===== src/sv/assert_macros.svh =====
// Assertion macros shared by the frame engine RTL.
// Needs i_clk and i_rst_n in the scope of the module that uses them.
`ifndef ASSERT_MACROS_SVH
`define ASSERT_MACROS_SVH

// Checked while out of reset
`define LSFE_ASSERT(lbl, prop, msg) \
    lbl: assert property (@(posedge i_clk) disable iff (!i_rst_n) (prop)) else $error(msg);

// Checked on every edge, reset included
`define LSFE_ASSERT_ALL(lbl, prop, msg) \
    lbl: assert property (@(posedge i_clk) (prop)) else $error(msg);

`endif


===== src/sv/lsfe_pkg.sv =====
// Shared types, codes and helpers of the LIN slave frame engine.
// No dependencies; used by the interfaces and all engine modules.
`default_nettype none

package lsfe_pkg;

    // Field widths
    localparam int DATA_W     = 64;
    localparam int LEN_W      = 4;
    localparam int CODE_W     = 3;
    localparam int CFG_IDX_W  = 3;
    localparam int CFG_DATA_W = 14;
    localparam int NUM_REGS   = 6;

    // Defaults for the top-level parameters
    localparam int MAX_DATA_DEF      = 8;
    localparam int TABLE_ENTRIES_DEF = 6;

    // Command queue
    localparam int Q_DEPTH = 2;
    localparam int Q_PTR_W = (Q_DEPTH > 1) ? $clog2(Q_DEPTH) : 1;
    localparam int Q_CNT_W = $clog2(Q_DEPTH + 1);

    // Bus constants
    localparam logic [7:0] SYNC_BYTE = 8'h55;
    localparam logic [5:0] ID_MASK   = 6'h3F;

    // Request types
    localparam logic [1:0] REQ_BYTE     = 2'd0;
    localparam logic [1:0] REQ_BREAK    = 2'd1;
    localparam logic [1:0] REQ_RESP     = 2'd2;
    localparam logic [1:0] REQ_LINE_ERR = 2'd3;

    // Event codes
    localparam logic [CODE_W-1:0] EV_FRAME     = 3'd0;
    localparam logic [CODE_W-1:0] EV_RESP_BYTE = 3'd1;
    localparam logic [CODE_W-1:0] EV_CSUM_ERR  = 3'd2;
    localparam logic [CODE_W-1:0] EV_UNKNOWN   = 3'd3;
    localparam logic [CODE_W-1:0] EV_SYNC_FAIL = 3'd4;

    // Frame table reset contents: id [5:0], master len [9:6], slave len [13:10]
    localparam logic [CFG_DATA_W-1:0] FRAME_RESET [NUM_REGS] = '{
        14'd4240, 14'd6560, 14'd176, 14'd8242, 14'd8243, 14'd127
    };

    // Front-to-back command: one report, or one response run
    typedef struct packed {
        logic              is_run;
        logic [CODE_W-1:0] code;
        logic [7:0]        pid;
        logic [DATA_W-1:0] data;
        logic [LEN_W-1:0]  len;
        logic              want;
    } t_cmd;

    // Queue status seen by the front and back
    typedef struct packed {
        logic full;
        logic not_empty;
    } t_q_stat;

    // 8-bit add with end-around carry (LIN checksum step)
    function automatic logic [7:0] add_carry(input logic [7:0] a, input logic [7:0] b);
        logic [8:0] s;
        s = {1'b0, a} + {1'b0, b};
        return s[8] ? (s[7:0] + 8'd1) : s[7:0];
    endfunction

endpackage

`default_nettype wire


===== src/sv/lsfe_cmd_fifo.sv =====
// Short command queue between the front and back of the frame engine.
// Depends on lsfe_pkg for the command type and depth.
`default_nettype none

module lsfe_cmd_fifo
    import lsfe_pkg::*;
(
    input  wire logic i_clk,
    input  wire logic i_rst_n,
    input  wire logic i_push,
    input  wire t_cmd i_cmd,
    input  wire logic i_pop,
    output t_cmd      o_head,
    output t_q_stat   o_stat
);

    t_cmd               r_mem [Q_DEPTH];
    logic [Q_PTR_W-1:0] r_wptr, r_rptr;
    logic [Q_CNT_W-1:0] r_cnt;

    function automatic logic [Q_PTR_W-1:0] bump(input logic [Q_PTR_W-1:0] p);
        return (p == Q_PTR_W'(Q_DEPTH - 1)) ? '0 : p + 1'b1;
    endfunction

    assign o_head           = r_mem[r_rptr];
    assign o_stat.full      = (r_cnt == Q_CNT_W'(Q_DEPTH));
    assign o_stat.not_empty = (r_cnt != '0);

    // Storage
    always_ff @(posedge i_clk) begin
        if (i_push) begin
            r_mem[r_wptr] <= i_cmd;
        end
    end

    // Pointers and fill count
    always_ff @(posedge i_clk) begin
        if (!i_rst_n) begin
            r_wptr <= '0;
            r_rptr <= '0;
            r_cnt  <= '0;
        end else begin
            if (i_push) begin
                r_wptr <= bump(r_wptr);
            end
            if (i_pop) begin
                r_rptr <= bump(r_rptr);
            end
            if (i_push && !i_pop) begin
                r_cnt <= r_cnt + 1'b1;
            end else if (!i_push && i_pop) begin
                r_cnt <= r_cnt - 1'b1;
            end
        end
    end

endmodule

`default_nettype wire


===== config.mk =====
export PLATFORM = sky130hd
export DESIGN_NAME = lsfe_cmd_fifo
export DESIGN_NICKNAME = d
export VERILOG_FILES = /design/src/sv/assert_macros.svh /design/src/sv/lsfe_pkg.sv /design/src/sv/lsfe_cmd_fifo.sv
export SDC_FILE = /design/constraint.sdc
export NUM_CORES = 1
export LEC_CHECK = 0
export BUFFER_PORTS_ARGS = -buffer_cell sky130_fd_sc_hd__buf_2
export CAP_MARGIN = 20
export CORE_MARGIN = 1
export CORE_UTILIZATION = 30
export DETAILED_ROUTE_END_ITERATION = 12
export HOLD_SLACK_MARGIN = 0.05
export MAX_ROUTING_LAYER = met4
export SETUP_SLACK_MARGIN = 0.2
export SYNTH_ARGS = -nofsm -noshare
export SYNTH_HDL_FRONTEND = slang
export SYNTH_SLANG_ARGS = --single-unit
export TNS_END_PERCENT = 1

===== constraint.sdc =====
create_clock -name i_clk -period 4.15 [get_ports i_clk]
set_clock_uncertainty 0.05 [all_clocks]
set_input_delay 0 -clock i_clk [delete_from_list [all_inputs] [get_ports i_clk]]
set_output_delay 0 -clock i_clk [all_outputs]
set_load 0.005 [all_outputs]

=== Yosys cells after proc, flatten, opt, wreduce, memory -nomap -nowiden ===
Memories as Yosys holds them, arrays and structs flattened. A register that Yosys moved wholly into a read port is not among the register bits.
Cells that the tools add are included.

* Memories kept: 1
* RAM bits: 162
* Register bits after elaboration: 4
* Input port bits: 85

{| class="wikitable"
|+ Memories
! name !! words !! bits a word !! read ports !! clocked after Yosys merged registers in !! write ports !! RTL line !! text
|-
| r_mem || 2 || 81 || 1 || 1 || 1 || lsfe_cmd_fifo.sv:17 || <nowiki>t_cmd r_mem [Q_DEPTH];</nowiki>
|}

* Reductions and logical operators: 6
* Muxes and demuxes: 8
* Add/sub/neg operators: 4
* Equal/unequal tests: 1

{| class="wikitable"
|+ Operator list
! operator !! count
|-
| $mux W1 || 6
|-
| $mux W2 || 2
|-
| $reduce_bool A2 Y1 || 2
|-
| $add A1 B1 Y1 const B || 2
|-
| $add A2 B1 Y2 const B || 1
|-
| $eq A2 B2 Y1 const B || 1
|-
| $logic_and A1 B1 Y1 || 2
|-
| $logic_not A1 Y1 || 2
|-
| $sub A2 B1 Y2 const B || 1
|}

=== Longest topological paths before layout ===
* Word-level depth: 4
* Depth in mapped cells: 5

=== Least setup slack after synthesis ===
No wires, ideal clock.

* Path kind: reg2reg
* Start: register r_wptr
* End: memory r_mem[0][0] (netlist name) (enable)
* Data required time: 3.569 ns
* Arrival time: 3.915 ns
* Path buffers: 0
* Setup slack: -0.346 ns
* Cell stages (with the launch flop): 2
* Cell sequence: dfxtp_1 nor2b_1

{| class="wikitable"
|+ RTL lines
! what !! RTL line !! text
|-
| from (decl) || lsfe_cmd_fifo.sv:18 || <nowiki>logic [Q_PTR_W-1:0] r_wptr, r_rptr;</nowiki>
|-
| from (signal assigned) || lsfe_cmd_fifo.sv:44 || <nowiki>r_wptr <= bump(r_wptr);</nowiki>
|-
| to (decl) || lsfe_cmd_fifo.sv:17 ||
|}

No word-level cell before the write port.

==> metrics.yaml <==
outcome: "completed"
drt_iter0_drc: 124
insertion_delay_ns: 0.41
crit_fanout: 45
dieArea_um2: 20900
clockBufferDepth: 2
r2r_cells: 2
ant_nets: 0
port_buffers: 167
drtPass1Iterations: 4
drive_gt1_frac: 0.514
grt_max_degree: 82
fmax_ghz: 0.497
grtUsageTotal: 0.124
fp.dieH_um: 145
timing.rr.end: "r_mem[1][12]"
cp_data_arrival_time_ns: 1.96
reg2reg_from: "r_wptr"
min_from: "i_cmd[51]"
fin_util: 0.440
setup_tns_ns: 0
multi_input_area_um2: 1040
timing_hold_violations_final: 0
path_clk_slew_ns: 0.06
cts_root_buf: "clkbuf_16"
nets: 626
synth_cell_type_count: 17
final_common_cell: "buf_2"
cts_resized: 0
finalSetupViolCount: 0
dp_hpwl_um: 7310
fillers: 1755
numCtsBuffers: 17
slew_headroom: 0.448
grt_pass1_wl_um: 18400
tritoncts: "done"
place_congestion: 0.686
met3_usage: 0.0387
maxCapViolations: 0
tightest_slew_ns: 0.827
drc: 0
met1_usage: 0.125
ys_top_cells_by_area: "edfxtp_1, mux2_2, dfxtp_1"
drv_slew: 0
yosysSeqAreaShare: 0.814
numPlacedInstances: 699
critical_path.endpoint_type: "output pin"
wl_per_cell_um: 14.7
coreArea_um2: 19700
period_needed_ns: 2.01
startpoint_type: "flip-flop"
ir_drop_uv: 264
diodes: 0
grt_antenna_before_repair: 0
h-tree-depth: 4
num_rows: 51
vias: 3420
whs_path_depth: 2
syn2layout_area_growth_pct: 42.2
reg2reg_slack_ns: 2.15
avgSynthCellArea_um2: 22.2
grt_pass1_vias: 3818
critPathKind: "reg -> out"
grt_busiest_layer: "met2"
synth_warnings: 0
synth_area_leader_cell: "edfxtp_1"
synthesis.nets: 360
whs_endpoint: "r_mem[0][51]"
layout_common_cells: "buf_2, edfxtp_1, dlygate4sd3_1, mux2_2, clkbuf_16"
fp.dieW_um: 145
syn_inst: 274
io_pins: 168
via_per_inst: 4.18
rsz0062_at_grt: "false"
finalPower_mw: 3.90
fin_cells: 818
regArea_um2: 4970
p_leak_nw: 3.26
synth_top_area_frac: 0.798
grt_overflow: 0
start_util: 0.309
fin_crit_sh: 0.485
syn_area_um2: 6100
drt-total-wl_um: 12000
cp.required_ns: 4.10
powerDensity_nw_per_um2: 450
hold_class: "in -> reg"
cts.sinks: 167
ys_ff_latch: 167
use_met2: 0.223
-- power by group --
| part | total, mW | leakage (nW) | internal [mW] | switching [mW] |
|---|---|---|---|---|
| combinational | 0.402 | 1.42 | 0.237 | 0.165 |
| clock | 1.52 | 0.274 | 0.886 | 0.634 |
| sequential | 1.98 | 1.56 | 1.95 | 0.0346 |
| total | 3.90 | 3.26 | 3.07 | 0.834 |
-- final cells by class --
cell class,count,area share
tap,265,0.0383
timing repair buffer,256,0.203
sequential,167,0.573
inverter,1,0.000433
multi-input combinational,97,0.120
clock inverter,12,0.0144
clock buffer,20,0.0504
-- stage by stage --
stage | hold WS [ns] | instance area (um^2) | setup slack (ns)
5_1_grt | 0.240 | 8670 | 2.03
3_5_place_dp | 0.142 | 7210 | 2.08
2_1_floorplan | 0.0489 | 6100 | 1.23
6_report | 0.254 | 8670 | 2.14
4_1_cts | 0.231 | 8620 | 1.92
3_3_place_gp | 0.137 | 7210 | 2.13
-- what timing repair did --
item,4_1_cts,5_1_grt
endpoints found under the hold margin,167,0
hold buffers,85,0
setup buffers,0,0
-- layer usage --
layer | routed length (um) | share of wire | vias up
met5 | 0 | 0 | -
met4 | 159 | 0.013 | 0
met3 | 674 | 0.056 | 13
met2 | 6350 | 0.53 | 113
met1 | 4860 | 0.40 | 1680
li1 | - | - | 1614
-- state kept, by name, summed over array words and instances, names as in the netlist, named ones only --
register / cells
r_wptr: 1
r_rptr: 1
r_mem: 162
r_cnt: 2
-- cells in the mapped netlist --
cell type	instances
o21ai_0	1
o21a_1	1
buf_6	8
xnor2_1	1
edfxtp_1	162
mux2_2	81
or3_1	1
xor2_1	2
inv_1	1
a21boi_1	1
dfxtp_1	5
and2b_2	1
or2_2	1
and2_1	4
nor2b_1	2
ha_1	1
buf_4	1
-- cell families (layout without fill, tap and decap cells) --
family / Yosys count / count (layout) / share of synthesized area
flops: 167 / 167 / 0.814
mux: 81 / 81 / 0.150
buf+inv: 10 / 289 / 0.0166
simple gates: 9 / 9 / 0.00965
compound gates: 3 / 3 / 0.00328
xor+xnor: 3 / 3 / 0.00431
fa+ha+maj: 1 / 1 / 0.00205
-- how the worst max path moves through the flow --
stage	from	endpoint	slack, ns	cells past startpoint
final	flip-flop	o_head[40]	2.14	3
after global placement	r_wptr	r_mem[0][1]	2.13	2
after floorplan	r_wptr	r_mem[0][0]	1.23	1
after global routing	r_wptr	r_mem[1][13]	2.03	2
after detailed placement	r_wptr	r_mem[0][3]	2.08	2
after CTS	flip-flop	o_head[40]	1.92	2
-- worst max-delay path, stage by stage, from the launching register on --
cell and delay (ns):
dfxtp_4 0.69, buf_16 0.30, mux2_2 0.38, buf_2 0.14
Note: power is estimated with default switching activity, not from simulation.
